**src/hw/rtl/msh_pkg.sv**
```systemverilog
// Shared package of the mesh/torus node addressing block.
// Holds the widths, register indexes and the structs passed between the
// cells and the output stage. No dependencies.
package msh_pkg;

  localparam int unsigned MaxAxes   = 4;
  localparam int unsigned CoordBits = 8;
  localparam int unsigned IdBits    = 16;
  localparam int unsigned NumCells  = MaxAxes * CoordBits;
  localparam int unsigned CandBits  = 32;
  localparam int unsigned StrBits   = 33;

  localparam logic [2:0] REG_WRAP  = 3'd0;
  localparam logic [2:0] REG_AXES  = 3'd1;
  localparam logic [2:0] REG_SIZE0 = 3'd2;
  localparam logic [2:0] REG_SIZE1 = 3'd3;
  localparam logic [2:0] REG_SIZE2 = 3'd4;
  localparam logic [2:0] REG_SIZE3 = 3'd5;

  localparam logic ACT_NEIGHBOR = 1'b0;
  localparam logic ACT_DISTANCE = 1'b1;

  typedef struct packed {
    logic                    vld;
    logic                    action;
    logic [IdBits-1:0]       node_a;
    logic [1:0]              axis;
    logic                    toward_up;
    logic [5:0]              port_index;
    logic                    inv;
    logic [IdBits-1:0]       rem_a;
    logic [IdBits-1:0]       rem_b;
    logic [NumCells-1:0]     ca;
    logic [NumCells-1:0]     cb;
  } item_t;

  typedef struct packed {
    logic                           wrap;
    logic [2:0]                     axes;
    logic [MaxAxes-1:0][8:0]        es;
    logic [MaxAxes:0][StrBits-1:0]  stride;
  } cfg_t;

endpackage

```
**src/hw/rtl/msh_out.sv**
```systemverilog
// Output stage: forms the neighbor id, port, direction and distance from
// the resolved coordinates and holds the result register. Depends on msh_pkg.
module msh_out import msh_pkg::*; (
  input  logic        clk,
  input  logic        rst_n,
  input  logic        en,
  input  cfg_t        cfg,
  input  item_t       d,
  output logic        out_tvalid,
  output logic [39:0] out_tdata
);

  logic                 out_tvalid_r;
  logic [IdBits-1:0]    node_r, node_nxt;
  logic [6:0]           port_r, port_nxt;
  logic                 has_r, has_nxt;
  logic [2:0]           dir_r, dir_nxt;
  logic [9:0]           dist_r, dist_nxt;
  logic                 inv_r;
  logic [CoordBits-1:0] c;
  logic [8:0]           sz;
  logic [StrBits-1:0]   st, sn, span;
  logic                 at_edge;
  logic [7:0]           da, db;

  always_comb begin
    c       = d.ca[{d.axis, 3'b000} +: CoordBits];
    sz      = cfg.es[d.axis];
    st      = cfg.stride[d.axis];
    sn      = cfg.stride[3'({1'b0, d.axis}) + 3'd1];
    span    = sn - st;
    at_edge = d.toward_up ? ({1'b0, c} >= sz - 9'd1) : (c == 8'd0);
    dir_nxt = {d.axis, ~d.toward_up};
    node_nxt = '0;
    port_nxt = '0;
    has_nxt  = 1'b0;
    dist_nxt = '0;
    da       = '0;
    db       = '0;
    if (d.action == ACT_NEIGHBOR) begin
      if (!d.inv && (3'({1'b0, d.axis}) < cfg.axes) &&
          !(d.toward_up && d.port_index == 6'd0) && !(at_edge && !cfg.wrap)) begin
        has_nxt = 1'b1;
        if (d.toward_up) begin
          port_nxt = 7'(d.port_index) - 7'd1;
          node_nxt = at_edge ? d.node_a - span[IdBits-1:0] : d.node_a + st[IdBits-1:0];
        end else begin
          port_nxt = 7'(d.port_index) + 7'd1;
          node_nxt = at_edge ? d.node_a + span[IdBits-1:0] : d.node_a - st[IdBits-1:0];
        end
      end
    end else begin
      dir_nxt = 3'd0;
      if (!d.inv) begin
        for (int i = 0; i < MaxAxes; i++) begin
          da = d.ca[i*CoordBits +: CoordBits];
          db = d.cb[i*CoordBits +: CoordBits];
          dist_nxt = dist_nxt + 10'((da >= db) ? da - db : db - da);
        end
      end
    end
  end

  always_ff @(posedge clk) begin
    if (!rst_n) begin
      out_tvalid_r <= 1'b0;
    end else if (en) begin
      out_tvalid_r <= d.vld;
      node_r <= node_nxt;
      port_r <= port_nxt;
      has_r  <= has_nxt;
      dir_r  <= dir_nxt;
      dist_r <= dist_nxt;
      inv_r  <= d.inv;
    end
  end

  assign out_tvalid = out_tvalid_r;
  assign out_tdata  = {2'b00, inv_r, dist_r, dir_r, has_r, port_r, node_r};

  property p_no_link_when_invalid;
    @(posedge clk) disable iff (!rst_n) out_tvalid_r |-> !(has_r && inv_r);
  endproperty
  a_no_link_when_invalid: assert property (p_no_link_when_invalid)
    else $error("neighbor reported for invalid node");

endmodule

```
**config.mk**
```make
export PLATFORM = sky130hd
export DESIGN_NAME = msh_out
export DESIGN_NICKNAME = d
export VERILOG_FILES = /design/src/hw/rtl/msh_pkg.sv /design/src/hw/rtl/msh_out.sv
export SDC_FILE = /design/constraint.sdc
export NUM_CORES = 1
export LEC_CHECK = 0
export ABC_CLOCK_PERIOD_IN_PS = 12800
export BUFFER_PORTS_ARGS = -buffer_cell sky130_fd_sc_hd__buf_2
export CORE_AREA = 4 4 145 147
export DETAILED_ROUTE_END_ITERATION = 10
export DIE_AREA = 0 0 149 151
export HOLD_SLACK_MARGIN = 0.08
export PLACE_DENSITY_LB_ADDON = 0.05
export SYNTH_ARGS = -nofsm -noshare
export SYNTH_HDL_FRONTEND = slang
export SYNTH_SLANG_ARGS = --single-unit
```
**constraint.sdc**
```tcl
create_clock -name clk -period 12.8 [get_ports clk]
set_input_delay 3.84 -clock clk [delete_from_list [all_inputs] [get_ports clk]]
set_output_delay 3.84 -clock clk [all_outputs]
set_load 0.02 [all_outputs]
```
==> results.sh <==
export IMPL_outcome="finished, final reports clean"
export IMPL_r2r_start="out_tvalid"
export IMPL_period_needed_ns=10.93
export IMPL_cp_num_buf_inv=3
export IMPL_slew_headroom_pct=26.3
export IMPL_die_h_um=151
export IMPL_syn_area_um2=9300
export IMPL_yosys_top_cells_area="ha_1, edfxtp_1, mux4_2"
export IMPL_ys_flop_type="edfxtp_1"
export IMPL_clock_sinks=39
export IMPL_crit_arrival_ns=10.93
export IMPL_worst_path_max_fanout=41
export IMPL_rsz0062_at_grt="no"
export IMPL_ctsHtreeMaxLevel=2
export IMPL_placementRows=52
export IMPL_synth_top_area_cell="ha_1"
export IMPL_cts_resized=0
export IMPL_async_reset_ff_share_pct=0
export IMPL_synth_edf_count=38
export IMPL_crit_type="input pin to flip-flop"
export IMPL_first_iter_violations=599
export IMPL_antenna_found_initial=6
export IMPL_gr_total_overflow=0
export IMPL_hp_class="flip-flop to flip-flop"
export IMPL_worst_r2r_path_depth=2
export IMPL_ir_worst_vdd_uv=78.6
export IMPL_fillers=1929
export IMPL_die_area_um2=22500
export IMPL_grt_usage_pct=23.5
export IMPL_gp_congestion=0.888
export IMPL_route_vias_total=8734
export IMPL_ios=373
export IMPL_worstMarginPinSlew_ns=1.10
export IMPL_setup_worst_path_start_class="input pin"
export IMPL_critPathMostFrequentCell="ha_1"
export IMPL_min_from="out_tvalid"
export IMPL_synth_seq_area_share_pct=12.5
export IMPL_holdPathEnd="out_tvalid"
export IMPL_crit_family="compound AO/OA/AOI/OAI gates"
export IMPL_power_uw=1250
export IMPL_synth_seq_cells=39
export IMPL_drive_above_1_share_pct=26.0
export IMPL_cts_root_buf="clkbuf_16"
export IMPL_r2r_end="out_tvalid"
export IMPL_yosysUniqueCellTypes=73
export IMPL_clock_skew_ns=0
export IMPL_cts_hold_fix_buffers=0
export IMPL_wirelength_mm=27.5
export IMPL_cp_end_kind="flip-flop"
export IMPL_final_max_slew_viol_count=0
export IMPL_dr_pass1_iters=6
export IMPL_hold_viol=0
export IMPL_period_share_pct=85.4
export IMPL_grt_max_degree=45
export IMPL_stdcell_count=1602
export IMPL_grt_pass1_wl_mm=42.1
export IMPL_floorplan_initialDensity_pct=46.7
export IMPL_clockBufferDepth=2
export IMPL_path_clk_slew_ns=0.06
export IMPL_drc=0
export IMPL_cts_setup_buffers=0
export IMPL_via_per_inst=5.45
export IMPL_nets=1807
export IMPL_cpPeakStageDelay_ns=0.63
export IMPL_syn_area_per_cell_um2=8.50
export IMPL_syn2layout_area_growth_pct=18.3
export IMPL_coreArea_um2=19900
export IMPL_synthCells=1094
export IMPL_cts_tree="yes"
export IMPL_cp_startpoint="d[104]"
export IMPL_hold_path_cell_count=2
export IMPL_p_per_area_nw_per_um2=114
export IMPL_setup_tns_ns=0
export IMPL_cts_buffers=5
export IMPL_wl_per_cell_um=17.1
export IMPL_drv_cap=0
export IMPL_hpwlAfterDp_mm=24.0
export IMPL_grt_pass1_vias=7997
export IMPL_post_synth_top_area_fraction_pct=16.1
export IMPL_r2r_slack_ns=12.21
export IMPL_cp_required_ns=12.80
export IMPL_io_buffer_count=253
export IMPL_power_leakage_uw=0.00526
export IMPL_setup_viol=0
export IMPL_crit_path_top_delay_cell="mux4_2"
export IMPL_clock_latency_ns=0.27
export IMPL_final_util_pct=55.2
export IMPL_die_w_um=149
export IMPL_dp_cells=1589
export IMPL_max_freq_ghz=0.0915
export IMPL_ant_nets=0
export IMPL_yosys_warnings=0
==> routing by layer <==
layer  vias up  track usage, %  wire length (um)
met5         -               0                21
met3        31            3.77              2220
li1       4380               -                 -
met4         4            5.72               538
met1      3980            34.2             13000
met2       339            36.6             11700
==> per-stage QoR <==
stage / hold WS [ns] / instance area [um^2] / worst slack [ns]
after floorplan: 0.589 / 9300 / 2.19
after global placement: 0.496 / 10800 / 1.69
after detailed placement: 0.504 / 10800 / 1.61
after CTS: 0.516 / 11000 / 1.91
after global routing: 0.530 / 11000 / 1.33
final: 0.510 / 11000 / 1.87
==> state kept, by name, indices dropped and copies added, names as in the netlist <==
signal      cells
out_tvalid      1
has_r           1
inv_r           1
dir_r           3
dist_r         10
port_r          7
node_r         16
==> cells by family (layout without fill, tap and decap cells) <==
| logic type | after synthesis | after routing | synth area share, % |
|---|---|---|---|
| DFF | 39 | 39 | 12.5 |
| muxes | 104 | 104 | 16.4 |
| and+or+nand+nor | 285 | 285 | 15.8 |
| other | 1 | 7 | 0.0403 |
| buffers and inverters | 184 | 416 | 7.81 |
| xor gates and xnor gates | 82 | 82 | 7.87 |
| AOI/OAI and AO/OA | 250 | 250 | 17.2 |
| adders and majority gates | 149 | 149 | 22.4 |
==> worst register-to-register path, delay by kind of cell (launching register included) <==
family | cells | cell delay, ns
flops | 1 | 0.30
mux | 1 | 0.13
simple gates | 1 | 0.06
==> cells in the mapped netlist (5+ instances only) <==
master	instances
a211oi_1	8
a21boi_0	8
a21o_1	22
a21oi_1	71
a31oi_1	5
and2_1	5
buf_2	7
buf_4	5
clkbuf_1	24
edfxtp_1	38
fa_1	29
ha_1	120
inv_1	145
mux2_2	24
mux2i_1	43
mux4_2	35
nand2_1	57
nand2b_1	11
nand3_1	19
nand4_1	8
nor2_1	93
nor2b_1	20
nor3_1	24
nor3b_1	19
nor4_1	6
o211ai_1	7
o21a_1	13
o21ai_0	46
o21bai_1	14
o221ai_1	5
o22ai_1	17
xnor2_1	52
xor2_1	29
==> power by group <==
part,internal [uW],switching [uW]
Sequential,167,3.26
Clock,90.7,45.7
Combinational,425,517
Total,683,566
==> cell usage in the layout (no fill, tap or decap), types with 10 or more instances in the layout <==
| cell | Yosys | final |
|---|---|---|
| nand3_1 | 19 | 19 |
| a21oi_1 | 71 | 71 |
| edfxtp_1 | 38 | 38 |
| ha_1 | 120 | 120 |
| o22ai_1 | 17 | 17 |
| xor2_1 | 29 | 29 |
| nand2_1 | 57 | 57 |
| nor3_1 | 24 | 24 |
| mux4_2 | 35 | 35 |
| nor2b_1 | 20 | 20 |
| fa_1 | 29 | 29 |
| o21ai_0 | 46 | 46 |
| nor2_1 | 93 | 93 |
| o21a_1 | 13 | 13 |
| a21o_1 | 22 | 22 |
| xnor2_1 | 52 | 52 |
| inv_1 | 145 | 145 |
| nor3b_1 | 19 | 19 |
| mux2i_1 | 43 | 43 |
| nand2b_1 | 11 | 11 |
| buf_4 | 5 | 10 |
| o21bai_1 | 14 | 14 |
| buf_2 | 7 | 252 |
| mux2_2 | 24 | 24 |
==> worst max path at each step <==
stage | depth (start not counted) | slack (ns) | end
5_1_grt | 30 | 1.33 | node_r[15]
2_1_floorplan | 34 | 2.19 | node_r[14]
6_report | 27 | 1.87 | node_r[14]
4_1_cts | 27 | 1.91 | node_r[14]
3_5_place_dp | 27 | 1.61 | node_r[14]
3_3_place_gp | 27 | 1.69 | node_r[14]
==> final cells by class <==
cell class	count	area [um^2]	area share, %
multi-input combinational	872	7440	67.6
timing repair buffer	262	1340	12.2
sequential	39	1160	10.6
inverter	146	548	4.98
tap	270	338	3.07
clock buffer	5	125	1.14
clock inverter	3	38.8	0.353
antenna	5	12.5	0.114
No activity file was read; power rests on OpenSTA's default activity.
