File: config.mk
export PLATFORM = sky130hd
export DESIGN_NAME = msh_cfg
export DESIGN_NICKNAME = d
export VERILOG_FILES = /design/src/hw/rtl/msh_pkg.sv /design/src/hw/rtl/msh_cfg.sv
export SDC_FILE = /design/constraint.sdc
export NUM_CORES = 1
export LEC_CHECK = 0
export BUFFER_PORTS_ARGS = -buffer_cell sky130_fd_sc_hd__buf_2
export CAP_MARGIN = 20
export CORE_AREA = 2 2 183 185
export DETAILED_ROUTE_END_ITERATION = 16
export DIE_AREA = 0 0 185 187
export PLACE_DENSITY = 0.8
export REMOVE_ABC_BUFFERS = 1
export SYNTH_ARGS = -nofsm -noshare
export SYNTH_HDL_FRONTEND = slang
export SYNTH_SLANG_ARGS = --single-unit
File: constraint.sdc
create_clock -name clk -period 12.6 [get_ports clk]
set_clock_uncertainty 0.2 [all_clocks]
set_input_delay 1.26 -clock clk [delete_from_list [all_inputs] [get_ports clk]]
set_output_delay 1.26 -clock clk [all_outputs]
set_load 0.02 [all_outputs]
File: src/hw/rtl/msh_pkg.sv
// Shared package of the mesh/torus node addressing block.
// Holds the widths, register indexes and the structs passed between the
// cells and the output stage. No dependencies.
package msh_pkg;

  localparam int unsigned MaxAxes   = 4;
  localparam int unsigned CoordBits = 8;
  localparam int unsigned IdBits    = 16;
  localparam int unsigned NumCells  = MaxAxes * CoordBits;
  localparam int unsigned CandBits  = 32;
  localparam int unsigned StrBits   = 33;

  localparam logic [2:0] REG_WRAP  = 3'd0;
  localparam logic [2:0] REG_AXES  = 3'd1;
  localparam logic [2:0] REG_SIZE0 = 3'd2;
  localparam logic [2:0] REG_SIZE1 = 3'd3;
  localparam logic [2:0] REG_SIZE2 = 3'd4;
  localparam logic [2:0] REG_SIZE3 = 3'd5;

  localparam logic ACT_NEIGHBOR = 1'b0;
  localparam logic ACT_DISTANCE = 1'b1;

  typedef struct packed {
    logic                    vld;
    logic                    action;
    logic [IdBits-1:0]       node_a;
    logic [1:0]              axis;
    logic                    toward_up;
    logic [5:0]              port_index;
    logic                    inv;
    logic [IdBits-1:0]       rem_a;
    logic [IdBits-1:0]       rem_b;
    logic [NumCells-1:0]     ca;
    logic [NumCells-1:0]     cb;
  } item_t;

  typedef struct packed {
    logic                           wrap;
    logic [2:0]                     axes;
    logic [MaxAxes-1:0][8:0]        es;
    logic [MaxAxes:0][StrBits-1:0]  stride;
  } cfg_t;

endpackage

File: src/hw/rtl/msh_cfg.sv
// Configuration registers and the derived axis strides and node count.
// Depends on msh_pkg.
module msh_cfg import msh_pkg::*; (
  input  logic       clk,
  input  logic       rst_n,
  input  logic       cfg_wr_en,
  input  logic [2:0] cfg_index,
  input  logic [8:0] cfg_wdata,
  output cfg_t       cfg,
  output logic       busy
);

  logic                     wrap_r;
  logic [2:0]               axes_r;
  logic [MaxAxes-1:0][8:0]  size_r;
  logic [2:0]               n_r, n_nxt;
  logic [MaxAxes-1:0][8:0]  es_r, es_nxt;
  logic [16:0]              str2_r;
  logic [24:0]              str3_r;
  logic [StrBits-1:0]       cnt_r;
  logic [2:0]               busy_r;

  always_comb begin
    n_nxt = axes_r;
    if (axes_r == 3'd0) n_nxt = 3'd1;
    else if (axes_r > 3'(MaxAxes)) n_nxt = 3'(MaxAxes);
    for (int i = 0; i < MaxAxes; i++) begin
      es_nxt[i] = size_r[i];
      if (size_r[i] == 9'd0) es_nxt[i] = 9'd1;
      else if (size_r[i] > 9'd256) es_nxt[i] = 9'd256;
      if (3'(i) >= n_nxt) es_nxt[i] = 9'd1;
    end
  end

  always_ff @(posedge clk) begin
    if (!rst_n) begin
      wrap_r <= 1'b0;
      axes_r <= 3'd2;
      size_r <= {9'd1, 9'd1, 9'd4, 9'd4};
      busy_r <= 3'd5;
    end else begin
      if (cfg_wr_en) begin
        busy_r <= 3'd5;
        unique case (cfg_index)
          REG_WRAP:  wrap_r    <= cfg_wdata[0];
          REG_AXES:  axes_r    <= cfg_wdata[2:0];
          REG_SIZE0: size_r[0] <= cfg_wdata;
          REG_SIZE1: size_r[1] <= cfg_wdata;
          REG_SIZE2: size_r[2] <= cfg_wdata;
          REG_SIZE3: size_r[3] <= cfg_wdata;
          default: ;
        endcase
      end else if (busy_r != 3'd0) begin
        busy_r <= busy_r - 3'd1;
      end
    end
    n_r    <= n_nxt;
    es_r   <= es_nxt;
    str2_r <= 17'(es_r[0] * es_r[1]);
    str3_r <= 25'(str2_r * es_r[2]);
    cnt_r  <= StrBits'(str3_r * es_r[3]);
  end

  assign busy           = (busy_r != 3'd0);
  assign cfg.wrap       = wrap_r;
  assign cfg.axes       = n_r;
  assign cfg.es         = es_r;
  assign cfg.stride[0]  = StrBits'(1);
  assign cfg.stride[1]  = StrBits'(es_r[0]);
  assign cfg.stride[2]  = StrBits'(str2_r);
  assign cfg.stride[3]  = StrBits'(str3_r);
  assign cfg.stride[4]  = cnt_r;

endmodule

==> results.txt, run 1 <==
worst setup path class: flip-flop to flip-flop
Layout area overhead: 6.09%
Yosys top cell by area: fa_1
CTS sink count: 157
TritonCTS clock tree: built
WP data required: 12730 ps
Post-synth EDFFs: 0
GRT overflow: 0
drt wl/cell: 15.4 um
mux share of post-synthesis cell area: 0.00156
status: finished clean
Final Max Slew Viols: 0
DRT antenna net count: 0
die area: 34600 um2
die width: 185 um
minimum clock period: 5850 ps
worst hold start: size_r[6]
most common flop cell mapped by yosys: dfxtp_1
total number of vias: 14400
synth warn: 0
largest family of logic cells by synthesized area: adder cells
Most Used Layer, Global Route: met2
Cell Area, Synth: 19200 um2
clk slew on worst S/H paths: 70 ps
met1 usage: 0.296
endpoints failing setup: 0
count leader, synth: inv_1
Worst Path Arrival: 5980 ps
post-synthesis cell type count: 60
top cells by area, synth: fa_1 33%, dfxtp_1 16%, ha_1 9.2%
ant diodes: 0
CTS root buf: clkbuf_16
cts repair resizes: 0
I/O pin count: 221
critical path startpoint category: flip-flop
storage element area: 3140 um2
Core ar.: 32900 um2
initial drt markers: 712
htree depth: 4
fraction of the mapped netlist area in compound gates: 0.0710
std cell rows: 67
Multi-input gate area: 13900 um2
Synth top area share: 0.328
FF+latch count, synth: 157
setup bufs post-CTS: 0
Clock Path Buffers: 2
period utilization: 0.464
worst setup path startpoint: cfg[193]
total track usage: 0.255
max_slew headroom: 0.312
list of most frequent post-synthesis cells: 413 x inv_1, 331 x nand2_1, 315 x fa_1, 254 x and2_1, 157 x dfxtp_1
die height: 187 um
Final GP Congestion: 0.873
setup tns final: 0 ps
first-pass GRT wire length: 70700 um
I/O Buffers: 139
critical path endpoint category: flip-flop
share of layout cells above drive strength 1: 0.0833
Fillers: 2758
CTS buffer count: 17
drt via density: 5.33
drt drc: 0
Post-DP Area: 19800 um2
GRT met2 Usage: 0.455
met3 Use GR: 0.0432
peak supply drop: 103 uV
RSZ-0062 raised after global routing: no
initial antenna violation count: 0
syn avg cell area: 8.83 um2
Fmax: 0.171 GHz
cts hold-fix bufs: 0
worst r2r src: cfg[193]
P_leak: 0.0109 uW
Post-synth ARST share: 0
first drt pass iteration count: 5
largest net degree at the start of global routing: 42
Seq/Total Area, Yosys: 0.163
vias in the first global route: 15300
xor and xnor area share after synthesis: 0.0287
simple-gate share of the synthesized area: 0.183
Worst Hold Class: flip-flop to flip-flop
initial core utilization: 0.585
Power Dens Cells: 58.2 nW/um2
crit-path max FO: 26
post-detailed-routing wire length: 41700 um
Post-Synth Adder-Cell Area: 0.420
Final Cell Area: 20400 um2
worst skew pair latency: 450 ps
Final Hold Viols: 0
Synth Instances: 2178
post-DP HPWL: 32700 um
Least-Margin Pin Slew: 1030 ps
MaxCap Viol Count: 0
nets@finish: 2716
==> critical path, stage by stage (launching register included) <==
cell and delay, ps:
dfxtp_1 990, nand2_1 170, fa_1 550, inv_1 50, fa_1 460, ha_1 280
inv_1 40, fa_1 510, inv_1 50, ha_1 290, a211oi_1 460, o211ai_1 230
a41oi_1 550, o21ai_2 180, a31oi_1 380, o21ai_0 160, xor2_1 160
==> sequential cells by signal, indices dropped and copies added (netlist names) <==
signal  cells
axes_r      3
busy_r      3
cfg        36
cnt_r      33
n_r         3
size_r     36
str2_r     17
str3_r     25
wrap_r      1
==> report_power, final <==
| group | internal [uW] | total, uW | switching [uW] |
|---|---|---|---|
| registers | 510 | 539 | 28.7 |
| clock network | 283 | 533 | 250 |
| logic | 35.9 | 117 | 80.7 |
| total | 829 | 1190 | 359 |
==> cells by family (layout without fill, tap and decap cells) <==
kind of cell    Yosys count  count (layout)
xor+xnor                 63              63
other cells               2              81
simple gates            707             707
mux                       3               3
flops                   157             157
buf+inv                 584             584
compound gates          205             205
fa+ha+maj               457             457
==> metrics by stage <==
| stage | total power (uW) | setup slack (ps) | hold slack, ps | instances | utilization |
|---|---|---|---|---|---|
| final | 1190 | 6750 | 282 | 2705 | 0.621 |
| after global routing | 1230 | 6480 | 302 | 2705 | 0.621 |
| after CTS | 1200 | 6860 | 282 | 2705 | 0.621 |
| after detailed placement | 665 | 6890 | 270 | 2673 | 0.603 |
| after global placement | 661 | 7110 | 264 | 2673 | 0.603 |
| after floorplan | 622 | 7620 | 247 | 2086 | - |
==> cells in the final DEF, fill, tap and decap left out, types with 34 or more instances in the layout <==
cell type,count
dfxtp_1,157
xnor2_1,48
a21oi_1,53
and2_1,254
ha_1,142
buf_2,139
inv_1,413
conb_1,81
nand2_1,331
fa_1,315
o21ai_0,34
==> path summary, 6_finish.rpt <==
kind	endpoint	slack (ps)	cells past startpoint
worst max-delay path	cnt_r[27]	6750	16
worst min register to register	size_r[6]	280	2
worst max register to register	cnt_r[27]	6750	16
worst min-delay path	size_r[6]	280	2
==> routing by layer <==
metal,up-vias,routed length [um]
met3,125,2470
met5,-,0
li1,6525,-
met1,7277,15900
met4,0,1540
met2,482,21800
==> final cells by class <==
class	count	share of cell area
well taps	448	0.0275
repair buffers	139	0.0341
multi-input cells	1516	0.679
clock inverters	15	0.00871
flip-flops and latches	157	0.154
inverters	413	0.0760
clock buffers	17	0.0208
Power figures use the tool's default switching activity.
==> run 2: changes to the inputs <==
- clock period: 12.6 -> 5.8 ns (I/O delays scaled with it)
==> run 2 against run 1 <==
Critical path depth unchanged. Die area unchanged. Cell area increased by 0.68%. Largest power group unchanged.
==> results.txt, run 2 (synthesis gave the netlist of run 1 again) <==
status: finished clean
I/O Buffers: 139
total number of vias: 14300
crit-path max FO: 26
period utilization: 0.943
worst setup path class: flip-flop to flip-flop
critical path endpoint category: flip-flop
initial core utilization: 0.585
R2R Setup Slk: 330 ps
Final Hold Viols: 0
die width: 185 um
initial antenna violation count: 0
first drt pass iteration count: 5
nets@finish: 2732
Worst Hold Class: primary input to flip-flop
WP data required: 5980 ps
worst skew pair latency: 450 ps
drt drc: 0
minimum clock period: 5470 ps
CTS buffer count: 17
Final Max Slew Viols: 0
CTS sink count: 157
worst path cell trace: nand2_1 > fa_1 > inv_1 > fa_1 > fa_1 > inv_1 > fa_1 > inv_1 > ha_1 > a21oi_1 > o21ai_0 > o2bb2ai_1 > a211oi_1 > o21ai_0 > a21oi_1 > xnor2_1
Fmax: 0.183 GHz
CTS root buf: clkbuf_16
Core ar.: 32900 um2
vias in the first global route: 15200
worst r2r src: cfg[195]
clk slew on worst S/H paths: 70 ps
max_slew headroom: 0.366
Final GP Congestion: 0.924
DRT antenna net count: 0
most used cell, CP: fa_1
commonest non-fill, non-tap cell in the layout: inv_1
setup tns final: 0 ps
PnR Total Power: 2580 uW
I/O pin count: 221
critical path startpoint category: flip-flop
peak supply drop: 215 uV
Least-Margin Pin Slew: 949 ps
ant diodes: 0
TritonCTS clock tree: built
max incr delay on CP: 920 ps
share of layout cells above drive strength 1: 0.0902
initial drt markers: 859
post-detailed-routing wire length: 41100 um
worst hold start: cfg_wdata[3]
die height: 187 um
cts hold-fix bufs: 0
Layout area overhead: 6.81%
P_leak: 0.0110 uW
largest net degree at the start of global routing: 42
GRT overflow: 0
die area: 34600 um2
RSZ-0062 raised after global routing: no
Power Dens Cells: 126 nW/um2
worst reg2reg path depth: 16
Worst Path Arrival: 5650 ps
htree depth: 4
RR Endpoint: cnt_r[32]
post-DP HPWL: 32900 um
total track usage: 0.254
first-pass GRT wire length: 70400 um
critical path's slowest cell: dfxtp_1
MaxCap Viol Count: 0
most frequent cells in the layout: 413 x inv_1, 331 x nand2_1, 315 x fa_1
Clock Path Buffers: 2
Hold Path Cell Cnt: 3
std cell rows: 67
Worst Hold End: size_r[3]
drt via density: 5.25
endpoints failing setup: 0
drt wl/cell: 15.1 um
run 2: cell types whose count changed in the layout (fill, tap and decap cells not counted):
cell,change
buf_4,+16
clkinv_2,-3
inv_8,+3
inv_6,-2
clkinv_4,+1
clkinvlp_4,+1
dfxtp_1,-1
dfxtp_2,+1
run 2: what timing repair did:
item / 4_1_cts / 5_1_grt
resized for setup: 0 / 1
buffers inserted: 0 / 0
endpoints found under the setup margin: 0 / 4
run 2: worst max path at each step:
| stage | startpoint | endpoint | cells after the start |
|---|---|---|---|
| 6_report | cfg[195] | cnt_r[32] | 16 |
| 5_1_grt | cfg[195] | cnt_r[32] | 16 |
| 4_1_cts | cfg[196] | cnt_r[29] | 15 |
| 3_5_place_dp | cfg[196] | cnt_r[29] | 15 |
| 3_3_place_gp | cfg[195] | cnt_r[32] | 16 |
| 2_1_floorplan | cfg[192] | cnt_r[26] | 15 |
run 2: stage by stage:
| stage | instance area (um2) | std cells | worst slack (ps) | hold slack [ps] | util |
|---|---|---|---|---|---|
| floorplan | 18500 | 2086 | 823 | 247 | - |
| global placement | 19900 | 2689 | 584 | 267 | 0.606 |
| detailed placement | 19900 | 2689 | 410 | 270 | 0.606 |
| CTS | 20500 | 2721 | 390 | 215 | 0.625 |
| global route | 20500 | 2721 | 2.54 | 230 | 0.625 |
| finish | 20500 | 2721 | 332 | 235 | 0.625 |
run 2: power by group:
part           switching (uW)  internal (uW)  total (uW)  leakage, uW
clock                     536            623        1160     0.000296
combinational             176           78.0         254      0.00943
sequential               60.5           1110        1170      0.00127
total                     773           1810        2580       0.0110
run 2: layout make-up:
class                   instances  area (um2)
multi-input cells            1516       13900
fillers                      2701       12300
flip-flops and latches        157        3140
inverters                     413        1550
repair buffers                155         816
well taps                     448         561
clock buffers                  17         425
clock inverters                15         195
run 2: worst max-delay path, delay by kind of cell (launching register included):
kind	cells	cell delay, ps
simple gates	1	190
fa+ha+maj	5	2360
compound gates	6	1460
flops	1	920
buf+inv	3	140
xor+xnor	1	130
run 2: per-layer routing:
metal  vias to the layer above  GRT usage  share of wire  wire, um
li1                       6566          -              -         -
met1                      7093      0.289           0.38     15600
met2                       492      0.451           0.51     21100
met3                       141     0.0495          0.060      2480
met4                         0      0.127          0.048      1970
met5                         -          0              0         0
==> run 3: changes to the inputs <==
- clock period: 5.8 -> 5.45 ns (I/O delays scaled with it)
==> run 3 against run 2 <==
First-iteration DRC count decreased by 23%. Final cell count increased by 0.44%. Sequential power increased by 6%. Total power increased by 7.8%. Setup slack got worse by 56 ps. Flip-flop and latch count unchanged. Hold slack got worse by 49 ps. Clock-buffer cell count increased by 1. Die area unchanged. Cell area increased by 0.66%. Utilization increased by 0.41 points. Via count decreased by 0.12%. Critical path type unchanged.
==> results.txt, run 3 (synthesis gave the netlist of run 1 again) <==
status: finished clean
Core ar.: 32900 um2
cts hold-fix bufs: 0
P_leak: 0.0111 uW
total track usage: 0.253
endpoints failing setup: 0
worst r2r src: cfg[184]
Sequential Power Share: 0.446
worst reg2reg path depth: 16
post-DP HPWL: 32900 um
initial drt markers: 661
worst hold start: cfg_wdata[4]
combinational power share: 0.098
share of layout cells above drive strength 1: 0.0958
initial antenna violation count: 0
TritonCTS clock tree: built
CTS buffer count: 17
Hold Path Cell Cnt: 3
I/O Buffers: 139
Fmax: 0.193 GHz
Clock power frac: 0.456
MaxCap Viol Count: 0
CTS root buf: clkbuf_16
die width: 185 um
max_slew headroom: 0.617
Fillers: 2762
Worst Hold Class: primary input to flip-flop
Least-Margin Pin Slew: 574 ps
I/O pin count: 221
switching pwr: 818 uW
period utilization: 0.949
first-pass GRT wire length: 69600 um
worst path cell trace: nand2_1 > fa_1 > inv_1 > fa_1 > fa_1 > inv_1 > fa_1 > inv_1 > ha_1 > o21a_1 > o21a_1 > o2bb2ai_1 > o21ai_0 > a31o_2 > a31oi_1 > xnor2_1
CTS sink count: 157
most used cell, CP: fa_1
cts repair resizes: 0
most frequent cells in the layout: 413 x inv_1, 331 x nand2_1, 315 x fa_1
std cell rows: 67
htree depth: 4
worst skew pair latency: 460 ps
drt wl/cell: 15.2 um
Internal: 1970 uW
RR Endpoint: str3_r[22]
WP data required: 5630 ps
Layout area overhead: 7.52%
drt via density: 5.22
Clock Path Buffers: 2
setup tns final: 0 ps
Power Dens Cells: 135 nW/um2
DRT antenna net count: 0
ant diodes: 0
commonest non-fill, non-tap cell in the layout: inv_1
Hold WS: 186 ps
critical path's slowest cell: dfxtp_1
Worst Hold End: size_r[4]
total number of vias: 14300
minimum clock period: 5170 ps
peak supply drop: 233 uV
final core occ: 0.629
initial core utilization: 0.585
Final Hold Viols: 0
Multi-input gate area: 13900 um2
Worst Path Arrival: 5360 ps
die height: 187 um
sw frac: 0.294
drt drc: 0
nets@finish: 2744
Final Max Slew Viols: 0
critical path startpoint category: flip-flop
worst setup path class: flip-flop to flip-flop
RSZ-0062 raised after global routing: no
storage element area: 3150 um2
Final GP Congestion: 0.888
die area: 34600 um2
crit-path max FO: 13
setup bufs post-CTS: 0
post-detailed-routing wire length: 41500 um
clk slew on worst S/H paths: 70 ps
critical path endpoint category: flip-flop
vias in the first global route: 15100
largest net degree at the start of global routing: 42
R2R Setup Slk: 280 ps
max incr delay on CP: 660 ps
first drt pass iteration count: 8
GRT overflow: 0
[run 3: cell types whose count changed in the layout (fill, tap and decap cells not counted), moves of 2 or more]
cell / previous run / this run
buf_4: 16 / 25
dfxtp_1: 156 / 153
inv_6: 1 / 3
inv_8: 6 / 4
buf_12: 0 / 3
dfxtp_2: 1 / 4
[run 3: metal layers]
| layer | share of wire | GRT usage | wire length (um) | vias up |
|---|---|---|---|---|
| li1 | - | - | - | 6590 |
| met1 | 0.38 | 0.290 | 15900 | 7143 |
| met2 | 0.52 | 0.456 | 21700 | 418 |
| met3 | 0.054 | 0.0444 | 2240 | 124 |
| met4 | 0.040 | 0.117 | 1660 | 0 |
| met5 | 0 | 0 | 0 | - |
[run 3: cell type report]
class / instances / area share
multi-input cells: 1516 / 0.670
well taps: 448 / 0.0271
repair buffers: 167 / 0.0456
clock inverters: 14 / 0.00950
inverters: 413 / 0.0750
flip-flops and latches: 157 / 0.152
clock buffers: 18 / 0.0207
[run 3: power groups by stage]
stage | logic (uW) | registers, uW | clock network [uW]
final | 273 | 1240 | 1270
after global routing | 307 | 1250 | 1340
after CTS | 275 | 1240 | 1290
after detailed placement | 272 | 1270 | 0
after global placement | 264 | 1270 | 0
after floorplan | 164 | 1270 | 0
[run 3: stage by stage]
step	power (uW)	setup slack (ps)	instances	area, um2
6_report	2780	275	2733	20700
5_1_grt	2890	29.5	2733	20700
4_1_cts	2810	200	2733	20700
3_5_place_dp	1540	227	2701	20100
3_3_place_gp	1530	312	2701	20100
2_1_floorplan	1440	473	2086	18500
[run 3: worst max-delay path by stage]
stage                  start  depth (start not counted)          to
floorplan           cfg[192]                         15   cnt_r[26]
global placement    cfg[183]                         16  str3_r[22]
detailed placement  cfg[183]                         16  str3_r[22]
CTS                 cfg[183]                         16  str3_r[22]
global route        cfg[184]                         16  str3_r[22]
finish              cfg[184]                         16  str3_r[22]
[run 3: worst max-delay path: cells and delay by family, from the launching register on]
family	cells	cell delay, ps
buf+inv	3	150
flops	1	660
fa+ha+maj	5	2370
compound gates	6	1430
xor+xnor	1	140
simple gates	1	150
