==> src/hw/rtl/msh_pkg.sv <==
// Shared package of the mesh/torus node addressing block.
// Holds the widths, register indexes and the structs passed between the
// cells and the output stage. No dependencies.
package msh_pkg;

  localparam int unsigned MaxAxes   = 4;
  localparam int unsigned CoordBits = 8;
  localparam int unsigned IdBits    = 16;
  localparam int unsigned NumCells  = MaxAxes * CoordBits;
  localparam int unsigned CandBits  = 32;
  localparam int unsigned StrBits   = 33;

  localparam logic [2:0] REG_WRAP  = 3'd0;
  localparam logic [2:0] REG_AXES  = 3'd1;
  localparam logic [2:0] REG_SIZE0 = 3'd2;
  localparam logic [2:0] REG_SIZE1 = 3'd3;
  localparam logic [2:0] REG_SIZE2 = 3'd4;
  localparam logic [2:0] REG_SIZE3 = 3'd5;

  localparam logic ACT_NEIGHBOR = 1'b0;
  localparam logic ACT_DISTANCE = 1'b1;

  typedef struct packed {
    logic                    vld;
    logic                    action;
    logic [IdBits-1:0]       node_a;
    logic [1:0]              axis;
    logic                    toward_up;
    logic [5:0]              port_index;
    logic                    inv;
    logic [IdBits-1:0]       rem_a;
    logic [IdBits-1:0]       rem_b;
    logic [NumCells-1:0]     ca;
    logic [NumCells-1:0]     cb;
  } item_t;

  typedef struct packed {
    logic                           wrap;
    logic [2:0]                     axes;
    logic [MaxAxes-1:0][8:0]        es;
    logic [MaxAxes:0][StrBits-1:0]  stride;
  } cfg_t;

endpackage

==> src/hw/rtl/msh_cell.sv <==
// One cell of the coordinate chain: resolves one coordinate bit of both
// node ids by a compare and subtract against a shifted stride. Depends on msh_pkg.
module msh_cell import msh_pkg::*; (
  input  logic                clk,
  input  logic                rst_n,
  input  logic                en,
  input  logic [4:0]          bit_sel,
  input  logic [CandBits-1:0] cand,
  input  item_t               d,
  output item_t               q
);

  item_t q_r, q_nxt;
  logic  ge_a, ge_b;

  always_comb begin
    ge_a  = CandBits'(d.rem_a) >= cand;
    ge_b  = CandBits'(d.rem_b) >= cand;
    q_nxt = d;
    if (ge_a) q_nxt.rem_a = d.rem_a - cand[IdBits-1:0];
    if (ge_b) q_nxt.rem_b = d.rem_b - cand[IdBits-1:0];
    q_nxt.ca[bit_sel] = ge_a;
    q_nxt.cb[bit_sel] = ge_b;
  end

  always_ff @(posedge clk) begin
    if (!rst_n) begin
      q_r.vld <= 1'b0;
    end else if (en) begin
      q_r <= q_nxt;
    end
  end

  assign q = q_r;

endmodule

==> config.mk <==
export PLATFORM = sky130hd
export DESIGN_NAME = msh_cell
export DESIGN_NICKNAME = d
export VERILOG_FILES = /design/src/hw/rtl/msh_pkg.sv /design/src/hw/rtl/msh_cell.sv
export SDC_FILE = /design/constraint.sdc
export NUM_CORES = 1
export LEC_CHECK = 0
export BUFFER_PORTS_ARGS = -buffer_cell sky130_fd_sc_hd__clkbuf_2
export CAP_MARGIN = 0
export CORE_MARGIN = 3
export CORE_UTILIZATION = 42
export CTS_CLUSTER_DIAMETER = 200
export CTS_CLUSTER_SIZE = 8
export DETAILED_ROUTE_END_ITERATION = 12
export GPL_TIMING_DRIVEN = 0
export PLACE_DENSITY = 0.77
export SETUP_SLACK_MARGIN = 0.15
export SLEW_MARGIN = 15
export SYNTH_ARGS = -nofsm -noshare
export SYNTH_HDL_FRONTEND = slang
export SYNTH_SLANG_ARGS = --single-unit
==> constraint.sdc <==
create_clock -name clk -period 5.7 [get_ports clk]
set_input_delay 1.425 -clock clk [delete_from_list [all_inputs] [get_ports clk]]
set_output_delay 1.425 -clock clk [all_outputs]
set_load 0.01 [all_outputs]
==> metrics.md, run 1 <==
| Metric | Value |
|---|---|
| Routability cong. | `0.876` |
| Clock network fraction of total power | `0.411` |
| ANT cells | `0` |
| Num CTS Buffers | `17` |
| Syn Area/Cell | `10.9 sq um` |
| Worst R2R Setup Slack | `5.10 ns` |
| Final hold viol count | `0` |
| Share of synthesized registers carrying an async set or reset | `0` |
| Initial Util | `0.432` |
| Cell area reported after detailed placement | `8640 sq um` |
| Filler cells | `1391` |
| Number of antenna violations at the first check in global routing | `0` |
| Num Clock Sinks | `124` |
| Post-layout worst setup margin | `1.89 ns` |
| Total routed wirelength | `20200 microns` |
| Time the worst path needs with I/O delays and setup | `3.81 ns` |
| Data required time at the worst endpoint | `5.87 ns` |
| Number of vias per cell | `5.12` |
| Category of cells accounting for the largest share of critical-path delay | `compound AO/OA/AOI/OAI gates` |
| Switching portion of total power | `0.276` |
| Worst r2r path cells | `2` |
| Vias post-DR | `5972` |
| Post-route total power | `2.60 mW` |
| TritonCTS clock tree | `built` |
| DR iter-0 viols | `393` |
| Worst Path Buf+Inv | `3` |
| Pint | `1.88 mW` |
| Summed instance area of the synthesized netlist | `6880 sq um` |
| Post-synthesis cell type count | `56` |
| Total gr overflow | `0` |
| Run status | `finished clean` |
| Number of buffers added to fix hold violations after cts | `0` |
| Number of maximum-capacitance constraint violations | `0` |
| Share of synthesized area occupied by flip-flops and latches | `0.540` |
| Critical R2R Capture | `q[123]$_SDFFE_PN0P_` |
| Half-perimeter wire length after detailed placement | `16000 microns` |
| Top-level port count | `288` |
| Post-place setup slack | `1.39 ns` |
| Number of rows in the core area | `46` |
| Final setup violating endpoints | `0` |
| Worst hold path cell count | `2` |
| Largest incremental delay on the critical path | `0.40 ns` |
| Leakage dissipation | `4.14 nW` |
| Level count of the clock H-tree | `4` |
| Core Box Area | `15900 sq um` |
| Cell area power density | `282 nW/um^2` |
| Buffer type at the clock tree root | `clkbuf_16` |
| Flip-flop count of the largest register, all copies and words added | `124` |
| Yosys reg bits | `124` |
| Launching element type of the critical path | `input pin` |
| Worst Setup SP | `cand[0]` |
| Post-CTS repair timing setup buffer count | `0` |
| Type of the most critical hold path | `reg2reg` |
| Critical Path End | `q[78]$_DFFE_PP_` |
| Share of cells above drive strength 1 | `0.372` |
| Final routed DRC violation total | `0` |
| Largest net degree at the start of global routing | `63` |
| Data arrival time at the worst-slack endpoint | `3.99 ns` |
| Detailed Routing Iterations Pass 1 | `5` |
| Number of standard cells in the final layout excluding fillers | `1166` |
| Global-route total usage across every layer | `0.220` |
| EDFF count, synth | `123` |
| Clock latency of the later-clocked register in the worst-skew pair | `0.42 ns` |
| Clock-pin slew of the registers on the worst-case setup and hold paths | `0.06 ns` |
| Worst-case headroom to the max-slew limit | `0.542` |
| Top flip-flop cell by instance count after synthesis | `edfxtp_1` |
| Final non-filler cell area | `9220 sq um` |
| Floorplan die area | `18000 sq um` |
| Setup repair after global routing missed its margin | `no` |
| Cell type with the highest aggregate area in the netlist | `edfxtp_1` |
| Warnings, synthesis | `0` |
| Final Max Slew Viols | `0` |
| List of most frequent post-synthesis cells | `edfxtp_1, nand2_1, o21ai_1` |
| Combinational share of power | `0.169` |
| Ordered list of cells on the worst path | `clkbuf_2 -> ha_1 -> fa_1 -> nand2b_1 -> a21o_1 -> a31oi_2 -> o211ai_2 -> and2_1 -> buf_4 -> buf_6 -> mux2_1` |
| Cell types occupying the most area after synthesis | `edfxtp_1, nand2_1, ha_1, o21ai_1, mux2_4` |
| Portion of total power attributed to sequential cells | `0.420` |
| Most numerous cell in the Yosys netlist | `edfxtp_1` |
| Die height | `134 microns` |
| Launch instance of the worst register-to-register path | `q[123]$_SDFFE_PN0P_` |
| Worst IR Drop VDD | `0.000198 V` |
| Number of nets with antenna violations after routing | `0` |
| Number of gates on the worst path with buffers counted | `11` |
| Top achievable clock speed | `0.262 GHz` |
| Post-placement cell count | `1134` |
| PostCTS Resize Cnt | `0` |
| Global-route wire length before repair | `30300 microns` |
| Kind of critical path | `in2reg` |
| Capturing element type of the critical path | `flip-flop` |
| Bufs on Longest Clock Path | `2` |
| Nets | `1135` |
| Area growth syn-to-layout | `34.0%` |
| Worst-path fanout max | `10` |
| Gate count after technology mapping | `629` |
| Net Count, Synth | `827` |
| # port buffers | `287` |
| Worst Max-Slew Pin Slew | `0.684 ns` |
| Total net switching power | `715 uW` |
| Setup Skew | `0 ns` |
| X dimension of the die | `134 microns` |
| Period utilisation layout | `0.669` |
| Cell at the slowest stage of the critical path | `fa_1` |
| Routed WL per cell | `17.3 microns` |
| Vias in the first global route | `5766` |
| Fraction of synthesized cell area taken by the top area cell type | `0.537` |
[cell families (layout without fill, tap and decap cells)]
family          after synthesis  count (layout)  synth area share
compound gates              167             167             0.144
xor+xnor                     19              19            0.0242
fa+ha+maj                    34              34            0.0640
buf+inv                      50             371            0.0344
flops                       124             124             0.540
mux                          30              30            0.0560
simple gates                205             205             0.137
[how the worst min path moves through the flow]
stage                        start                   to  slack [ns]
2_1_floorplan  q[123]$_SDFFE_PN0P_  q[123]$_SDFFE_PN0P_        0.54
3_3_place_gp   q[123]$_SDFFE_PN0P_  q[123]$_SDFFE_PN0P_        0.50
3_5_place_dp   q[123]$_SDFFE_PN0P_  q[123]$_SDFFE_PN0P_        0.52
4_1_cts        q[123]$_SDFFE_PN0P_  q[123]$_SDFFE_PN0P_        0.54
5_1_grt        q[123]$_SDFFE_PN0P_  q[123]$_SDFFE_PN0P_        0.58
6_report       q[123]$_SDFFE_PN0P_  q[123]$_SDFFE_PN0P_        0.54
[power by group through the flow]
stage               Sequential, mW  Clock, mW  Combinational (mW)
floorplan                     1.15          0               0.222
global placement              1.11          0               0.424
detailed placement            1.11          0               0.436
CTS                           1.09       1.09               0.439
global route                  1.09       1.12               0.483
finish                        1.09       1.07               0.438
[worst reg2reg max path: cells and delay by family (launching register included)]
family,cells,cell delay [ns]
flops,1,0.31
simple gates,1,0.06
mux,1,0.12
[placed cells by master, fill, tap and decap left out, types with 4 or more instances in the layout]
master,n
clkinv_4,4
xor2_1,4
mux2_4,14
nand2_1,113
clkbuf_2,287
mux2i_1,4
mux2_1,9
nand4_1,4
clkbuf_1,13
a211oi_1,6
inv_6,5
o21a_1,6
edfxtp_1,123
nand2b_1,5
nand3_1,17
nor2b_1,7
o21ai_0,34
o31ai_1,7
clkbuf_16,17
xnor2_1,15
buf_6,5
nor2_1,20
and3b_1,4
inv_1,24
nor4_1,6
ha_1,32
a21oi_1,33
a21o_1,5
o211ai_1,4
o21ai_1,48
nor3_1,10
[metal layers]
layer,part of all wire,global-route usage
met5,0,0
met4,0.022,0.0800
met3,0.082,0.0615
met2,0.51,0.393
met1,0.39,0.252
[per-stage QoR]
stage | hold WS [ns] | utilization | TNS [ns]
floorplan | 0.538 | - | 0
global placement | 0.501 | 0.539 | -52.49
detailed placement | 0.522 | 0.542 | 0
CTS | 0.540 | 0.578 | 0
global route | 0.577 | 0.578 | 0
finish | 0.540 | 0.578 | 0
[final cells by class]
type	instances	area, sq um	area share
well taps	216	270	0.0293
clock buffers	17	425	0.0462
repair buffers	289	1480	0.161
multi-input cells	455	2930	0.318
inverters	24	90.1	0.00977
plain buffers	26	146	0.0159
flip-flops and latches	124	3710	0.403
clock inverters	15	155	0.0168
No activity file was read; power rests on OpenSTA's default activity.
==> run 2, diff against run 1 <==
--- a/config.mk
+++ b/config.mk
@@ -13,7 +13,7 @@
 export CTS_CLUSTER_SIZE = 8
 export DETAILED_ROUTE_END_ITERATION = 12
 export GPL_TIMING_DRIVEN = 0
-export PLACE_DENSITY = 0.77
+export PLACE_DENSITY = 0.8
 export SETUP_SLACK_MARGIN = 0.15
 export SLEW_MARGIN = 15
 export SYNTH_ARGS = -nofsm -noshare
==> constraint.sdc (replaced) <==
create_clock -name clk -period 3.5 [get_ports clk]
set_input_delay 0.875 -clock clk [delete_from_list [all_inputs] [get_ports clk]]
set_output_delay 0.875 -clock clk [all_outputs]
set_load 0.01 [all_outputs]
==> metrics.md, run 2 (synthesized netlist as in run 1, its figures left out) <==
| Metric | Value |
|---|---|
| Data required time at the worst endpoint | `3.71 ns (was 5.87 ns)` |
| Leakage dissipation | `4.13 nW (was 4.14 nW)` |
| Final hold viol count | `0 (unchanged)` |
| DR iter-0 viols | `383 (was 393)` |
| Floorplan die area | `18000 sq um (unchanged)` |
| Combinational share of power | `0.170 (was 0.169)` |
| Number of antenna violations at the first check in global routing | `1 (was 0)` |
| Number of maximum-capacitance constraint violations | `0 (unchanged)` |
| Setup repair after global routing missed its margin | `no (unchanged)` |
| Level count of the clock H-tree | `4 (unchanged)` |
| Post-CTS repair timing setup buffer count | `0 (unchanged)` |
| Worst IR Drop VDD | `0.000327 V (was 0.000198 V)` |
| Share of cells above drive strength 1 | `0.374 (was 0.372)` |
| Final setup violating endpoints | `0 (unchanged)` |
| Vias post-DR | `6103 (was 5972)` |
| Run status | `finished clean (unchanged)` |
| Worst-path fanout max | `10 (unchanged)` |
| Final non-filler cell area | `9230 sq um (was 9220 sq um)` |
| Final Max Slew Viols | `0 (unchanged)` |
| Number of nets with antenna violations after routing | `0 (unchanged)` |
| Kind of critical path | `in2reg (unchanged)` |
| Portion of total power attributed to sequential cells | `0.420 (about the same)` |
| Most common cell after layout, fill and taps aside | `clkbuf_2 (unchanged)` |
| Top achievable clock speed | `0.309 GHz` |
| Top-level port count | `288 (unchanged)` |
| Clock latency of the later-clocked register in the worst-skew pair | `0.42 ns (about the same)` |
| # port buffers | `287 (unchanged)` |
| Pint | `3.06 mW (was 1.88 mW)` |
| Capturing element type of the critical path | `flip-flop (unchanged)` |
| Post-route total power | `4.22 mW (was 2.60 mW)` |
| Clock network fraction of total power | `0.410 (was 0.411)` |
| Worst r2r path cells | `2 (unchanged)` |
| Worst Max-Slew Pin Slew | `0.679 ns (was 0.684 ns)` |
| Final hold slack | `0.533 ns (was 0.540 ns)` |
| Cell area power density | `458 nW/um^2 (was 282 nW/um^2)` |
| Setup Skew | `0 ns (unchanged)` |
| Global-route total usage across every layer | `0.227 (was 0.220)` |
| Nets | `1135 (unchanged)` |
| Highest-count cells in the layout ignoring fill and taps | `clkbuf_2, edfxtp_1, nand2_1 (unchanged)` |
| Buffer type at the clock tree root | `clkbuf_16 (unchanged)` |
| Period utilisation layout | `0.925` |
| Routed WL per cell | `17.8 microns (was 17.3 microns)` |
| Number of rows in the core area | `46 (unchanged)` |
| Routability cong. | `0.923 (was 0.876)` |
| TritonCTS clock tree | `built (unchanged)` |
| Num Clock Sinks | `124 (unchanged)` |
| Area growth syn-to-layout | `34.1% (was 34.0%)` |
| Num CTS Buffers | `17 (unchanged)` |
| Filler cells | `1391 (unchanged)` |
| Initial Util | `0.432 (unchanged)` |
| Worst-case headroom to the max-slew limit | `0.545 (was 0.542)` |
| Total routed wirelength | `20700 microns (was 20200 microns)` |
| Type of the most critical hold path | `reg2reg (unchanged)` |
| Global-route wire length before repair | `31200 microns (was 30300 microns)` |
| Final routed DRC violation total | `0 (unchanged)` |
| Data arrival time at the worst-slack endpoint | `3.44 ns (was 3.99 ns)` |
| Time the worst path needs with I/O delays and setup | `3.24 ns` |
| Worst hold path cell count | `2 (unchanged)` |
| Detailed Routing Iterations Pass 1 | `5 (unchanged)` |
| Bufs on Longest Clock Path | `2 (unchanged)` |
| Cell area reported after detailed placement | `8640 sq um (unchanged)` |
| Clock-pin slew of the registers on the worst-case setup and hold paths | `0.06 ns (about the same)` |
| ANT cells | `0 (unchanged)` |
| X dimension of the die | `134 microns (unchanged)` |
| Vias in the first global route | `5930 (was 5766)` |
| Total net switching power | `1.16 mW (was 715 uW)` |
| Number of vias per cell | `5.23 (was 5.12)` |
| Total gr overflow | `0 (unchanged)` |
| Flip-flop count of the largest register, all copies and words added | `124 (unchanged)` |
| Half-perimeter wire length after detailed placement | `16200 microns (was 16000 microns)` |
| Die height | `134 microns (unchanged)` |
| Core Box Area | `15900 sq um (unchanged)` |
| Launching element type of the critical path | `input pin (unchanged)` |
| Switching portion of total power | `0.275 (was 0.276)` |
| Largest net degree at the start of global routing | `58 (was 63)` |
## run 2: cell count changes in the layout (fill, tap and decap cells not counted), sizes merged
cell,change
clkinvlp,+1
clkinv,-2
inv,+1
## run 2: final cells by class
type	instances	area (sq um)	area share
plain buffers	26	148	0.0160
clock buffers	17	425	0.0461
clock inverters	15	151	0.0164
inverters	24	90.1	0.00976
multi-input cells	455	2950	0.319
flip-flops and latches	124	3710	0.402
well taps	216	270	0.0293
repair buffers	289	1480	0.161
## run 2: worst paths after layout
kind	start	end	slack, ns
setup / recovery	cand[0]	q[79]$_DFFE_PP_	0.26
hold reg to reg	q[123]$_SDFFE_PN0P_	q[123]$_SDFFE_PN0P_	0.53
hold / removal	q[123]$_SDFFE_PN0P_	q[123]$_SDFFE_PN0P_	0.53
setup reg to reg	q[123]$_SDFFE_PN0P_	q[123]$_SDFFE_PN0P_	2.91
## run 2: power groups by stage
stage                     registers [mW]  logic, mW  clock network (mW)
final                               1.77      0.718                1.73
after global routing                1.78      0.794                1.84
after CTS                           1.78      0.718                1.76
after detailed placement            1.81      0.712                   0
after global placement              1.81      0.691                   0
after floorplan                     1.86      0.361                   0
## run 2: stage by stage
stage                util  setup slack [ns]  TNS [ns]  instances
detailed placement  0.542            -0.260     -4.05       1134
CTS                 0.578             0.180         0       1166
global placement    0.539            -0.269    -12.43       1132
finish              0.579             0.263         0       1166
global route        0.579             0.164         0       1166
floorplan               -             0.281         0        629
## run 2: worst max-delay path, stage by stage
cell,delay (ns)
clkbuf_2,0.13
ha_1,0.24
fa_1,0.41
nand2b_1,0.19
a21o_1,0.20
a31oi_2,0.28
o211ai_4,0.17
and2_1,0.21
buf_4,0.20
buf_6,0.17
o31ai_1,0.36
## run 2: repair_timing
| item | in CTS | in global routing |
|---|---|---|
| hold buffers | 0 | 0 |
| resized for setup | 0 | 4 |
| endpoints found under the hold margin | 0 | 0 |
| setup endpoints to repair | 0 | 12 |
## run 2: metal layers
metal / wire, microns / up-vias / part of all wire / track usage
met4: 724 / 2 / 0.035 / 0.101
li1: - / 2970 / - / -
met5: 9 / - / 0.00043 / 0
met3: 1740 / 43 / 0.084 / 0.0645
met1: 7810 / 2788 / 0.38 / 0.256
met2: 10400 / 300 / 0.50 / 0.399
==> run 3, diff against run 2 <==
--- a/config.mk
+++ b/config.mk
@@ -7,7 +7,6 @@
 export LEC_CHECK = 0
 export BUFFER_PORTS_ARGS = -buffer_cell sky130_fd_sc_hd__clkbuf_2
 export CAP_MARGIN = 0
-export CORE_MARGIN = 3
 export CORE_UTILIZATION = 42
 export CTS_CLUSTER_DIAMETER = 200
 export CTS_CLUSTER_SIZE = 8
==> metrics.md, run 3 (synthesized netlist as in run 1, its figures left out) <==
| Metric | Value |
|---|---|
| Setup Skew | `0 ns (unchanged)` |
| Number of buffers added to fix hold violations after cts | `0 (unchanged)` |
| Setup TNS after final layout | `0 ns (unchanged)` |
| Cell area power density | `460 nW/um^2 (was 458 nW/um^2)` |
| Final setup violating endpoints | `0 (unchanged)` |
| Worst IR Drop VDD | `0.000293 V (was 0.000327 V)` |
| Top achievable clock speed | `0.312 GHz (was 0.309 GHz)` |
| Number of nets with antenna violations after routing | `0 (unchanged)` |
| X dimension of the die | `130 microns (was 134 microns)` |
| Ordered list of cells on the worst path | `clkbuf_2 -> ha_1 -> fa_1 -> nand2b_1 -> a21o_1 -> a31oi_4 -> o211ai_4 -> and2_1 -> buf_4 -> buf_6 -> mux2_1 (was clkbuf_2 -> ha_1 -> fa_1 -> nand2b_1 -> a21o_1 -> a31oi_2 -> o211ai_4 -> and2_1 -> buf_4 -> buf_6 -> o31ai_1)` |
| Flip-flop count of the largest register, all copies and words added | `124 (unchanged)` |
| Worst r2r path cells | `2 (unchanged)` |
| Number of antenna violations at the first check in global routing | `2 (was 1)` |
| Type of the most critical hold path | `reg2reg (unchanged)` |
| Area growth syn-to-layout | `34.4% (was 34.1%)` |
| DR iter-0 viols | `351 (was 383)` |
| Most common cell after layout, fill and taps aside | `clkbuf_2 (unchanged)` |
| Die height | `130 microns (was 134 microns)` |
| Setup repair after global routing missed its margin | `no (unchanged)` |
| Global-route total usage across every layer | `0.243 (was 0.227)` |
| Clock-pin slew of the registers on the worst-case setup and hold paths | `0.06 ns (about the same)` |
| Top-level port count | `288 (unchanged)` |
| Final hold viol count | `0 (unchanged)` |
| Launch instance of the worst register-to-register path | `q[123]$_SDFFE_PN0P_ (unchanged)` |
| TritonCTS clock tree | `built (unchanged)` |
| Buffer type at the clock tree root | `clkbuf_16 (unchanged)` |
| Critical R2R Capture | `q[123]$_SDFFE_PN0P_ (unchanged)` |
| Final Max Slew Viols | `0 (unchanged)` |
| Number of rows in the core area | `46 (unchanged)` |
| Filler cells | `1356 (was 1391)` |
| Global-route wire length before repair | `30500 microns (was 31200 microns)` |
| Num CTS Buffers | `17 (unchanged)` |
| Share of cells above drive strength 1 | `0.375 (was 0.374)` |
| Launching element type of the critical path | `input pin (unchanged)` |
| Half-perimeter wire length after detailed placement | `15700 microns (was 16200 microns)` |
| Bufs on Longest Clock Path | `2 (unchanged)` |
| Run status | `finished clean (unchanged)` |
| Routability cong. | `0.895 (was 0.923)` |
| Core Box Area | `15900 sq um (unchanged)` |
| Final routed DRC violation total | `0 (unchanged)` |
| Nets | `1135 (unchanged)` |
| Initial Util | `0.432 (unchanged)` |
| Critical Path End | `q[78]$_DFFE_PP_ (was q[79]$_DFFE_PP_)` |
| Number of vias per cell | `5.18 (was 5.23)` |
| Vias in the first global route | `5881 (was 5930)` |
| Time the worst path needs with I/O delays and setup | `3.20 ns (was 3.24 ns)` |
| Worst Setup SP | `cand[0] (unchanged)` |
| Post-placement cell count | `1134 (unchanged)` |
| Capturing element type of the critical path | `flip-flop (unchanged)` |
| Kind of critical path | `in2reg (unchanged)` |
| Total routed wirelength | `20500 microns (was 20700 microns)` |
| # port buffers | `287 (unchanged)` |
| Floorplan die area | `16900 sq um (was 18000 sq um)` |
| Routed WL per cell | `17.5 microns (was 17.8 microns)` |
| Highest-count cells in the layout ignoring fill and taps | `clkbuf_2, edfxtp_1, nand2_1 (unchanged)` |
| Leakage dissipation | `4.14 nW (was 4.13 nW)` |
| Largest net degree at the start of global routing | `64 (was 58)` |
| Detailed Routing Iterations Pass 1 | `5 (unchanged)` |
| Level count of the clock H-tree | `4 (unchanged)` |
| Cell at the slowest stage of the critical path | `fa_1 (unchanged)` |
| Vias post-DR | `6052 (was 6103)` |
| Worst-case headroom to the max-slew limit | `0.550 (was 0.545)` |
| Data arrival time at the worst-slack endpoint | `3.38 ns (was 3.44 ns)` |
| Worst-path fanout max | `10 (unchanged)` |
| Total gr overflow | `0 (unchanged)` |
| Largest incremental delay on the critical path | `0.41 ns (about the same)` |
| Period utilisation layout | `0.915 (was 0.925)` |
| Num Clock Sinks | `124 (unchanged)` |
| Worst R2R Setup Slack | `2.91 ns (about the same)` |
| Data required time at the worst endpoint | `3.68 ns (was 3.71 ns)` |
| Number of maximum-capacitance constraint violations | `0 (unchanged)` |
| Number of standard cells in the final layout excluding fillers | `1168 (was 1166)` |
| Worst Max-Slew Pin Slew | `0.672 ns (was 0.679 ns)` |
| Clock latency of the later-clocked register in the worst-skew pair | `0.42 ns (about the same)` |
-- run 3: cell types whose count changed in the layout (fill, tap and decap cells not counted), sizes merged --
cell	delta
diode	+2
-- run 3: timing repair --
| action | CTS | global route |
|---|---|---|
| setup buffers | 0 | 0 |
| endpoints found under the setup margin | 1 | 12 |
| endpoints found under the hold margin | 0 | 0 |
| gates resized for setup | 1 | 5 |
-- run 3: metal layers --
metal | up-vias | GRT usage | wire, microns
met5 | - | 0 | 0
met1 | 2771 | 0.258 | 7700
met3 | 41 | 0.0668 | 1480
li1 | 2958 | - | -
met4 | 0 | 0.124 | 637
met2 | 282 | 0.442 | 10700
-- run 3: final cells by class --
cell class,count,area [sq um],share of cell area
clock buffer,17,425,0.0460
antenna,2,5.00,0.000541
multi-input combinational,455,2960,0.320
sequential,124,3710,0.402
tap,216,270,0.0292
buffer,26,148,0.0160
timing repair buffer,289,1480,0.160
inverter,24,90.1,0.00974
clock inverter,15,154,0.0166
-- run 3: per-stage QoR --
stage	util	hold WS, ns	instance area [sq um]	setup WS [ns]	total power, mW
floorplan	-	0.538	6880	0.281	2.22
global placement	0.539	0.496	8590	-0.311	2.50
detailed placement	0.542	0.512	8640	-0.304	2.52
CTS	0.578	0.530	9220	0.201	4.28
global route	0.580	0.569	9250	0.183	4.42
finish	0.580	0.524	9250	0.298	4.25
-- run 3: how the worst min path moves through the flow --
stage | end | cells past startpoint | start
CTS | q[123]$_SDFFE_PN0P_ | 2 | q[123]$_SDFFE_PN0P_
floorplan | q[123]$_SDFFE_PN0P_ | 2 | q[123]$_SDFFE_PN0P_
detailed placement | q[123]$_SDFFE_PN0P_ | 2 | q[123]$_SDFFE_PN0P_
global placement | q[123]$_SDFFE_PN0P_ | 2 | q[123]$_SDFFE_PN0P_
global route | q[123]$_SDFFE_PN0P_ | 2 | q[123]$_SDFFE_PN0P_
finish | q[123]$_SDFFE_PN0P_ | 2 | q[123]$_SDFFE_PN0P_
-- run 3: where the power goes --
group | leakage (nW) | internal (mW) | switching, mW
combinational | 2.70 | 0.313 | 0.410
sequential | 1.16 | 1.75 | 0.0268
clock | 0.281 | 1.01 | 0.752
total | 4.14 | 3.06 | 1.19
-- run 3: worst max-delay path, delay by kind of cell --
kind                       cells  cell delay (ns)
buffers and inverters          3             0.49
muxes                          1             0.32
adders and majority gates      2             0.64
AOI/OAI and AO/OA              3             0.65
and+or+nand+nor                2             0.39
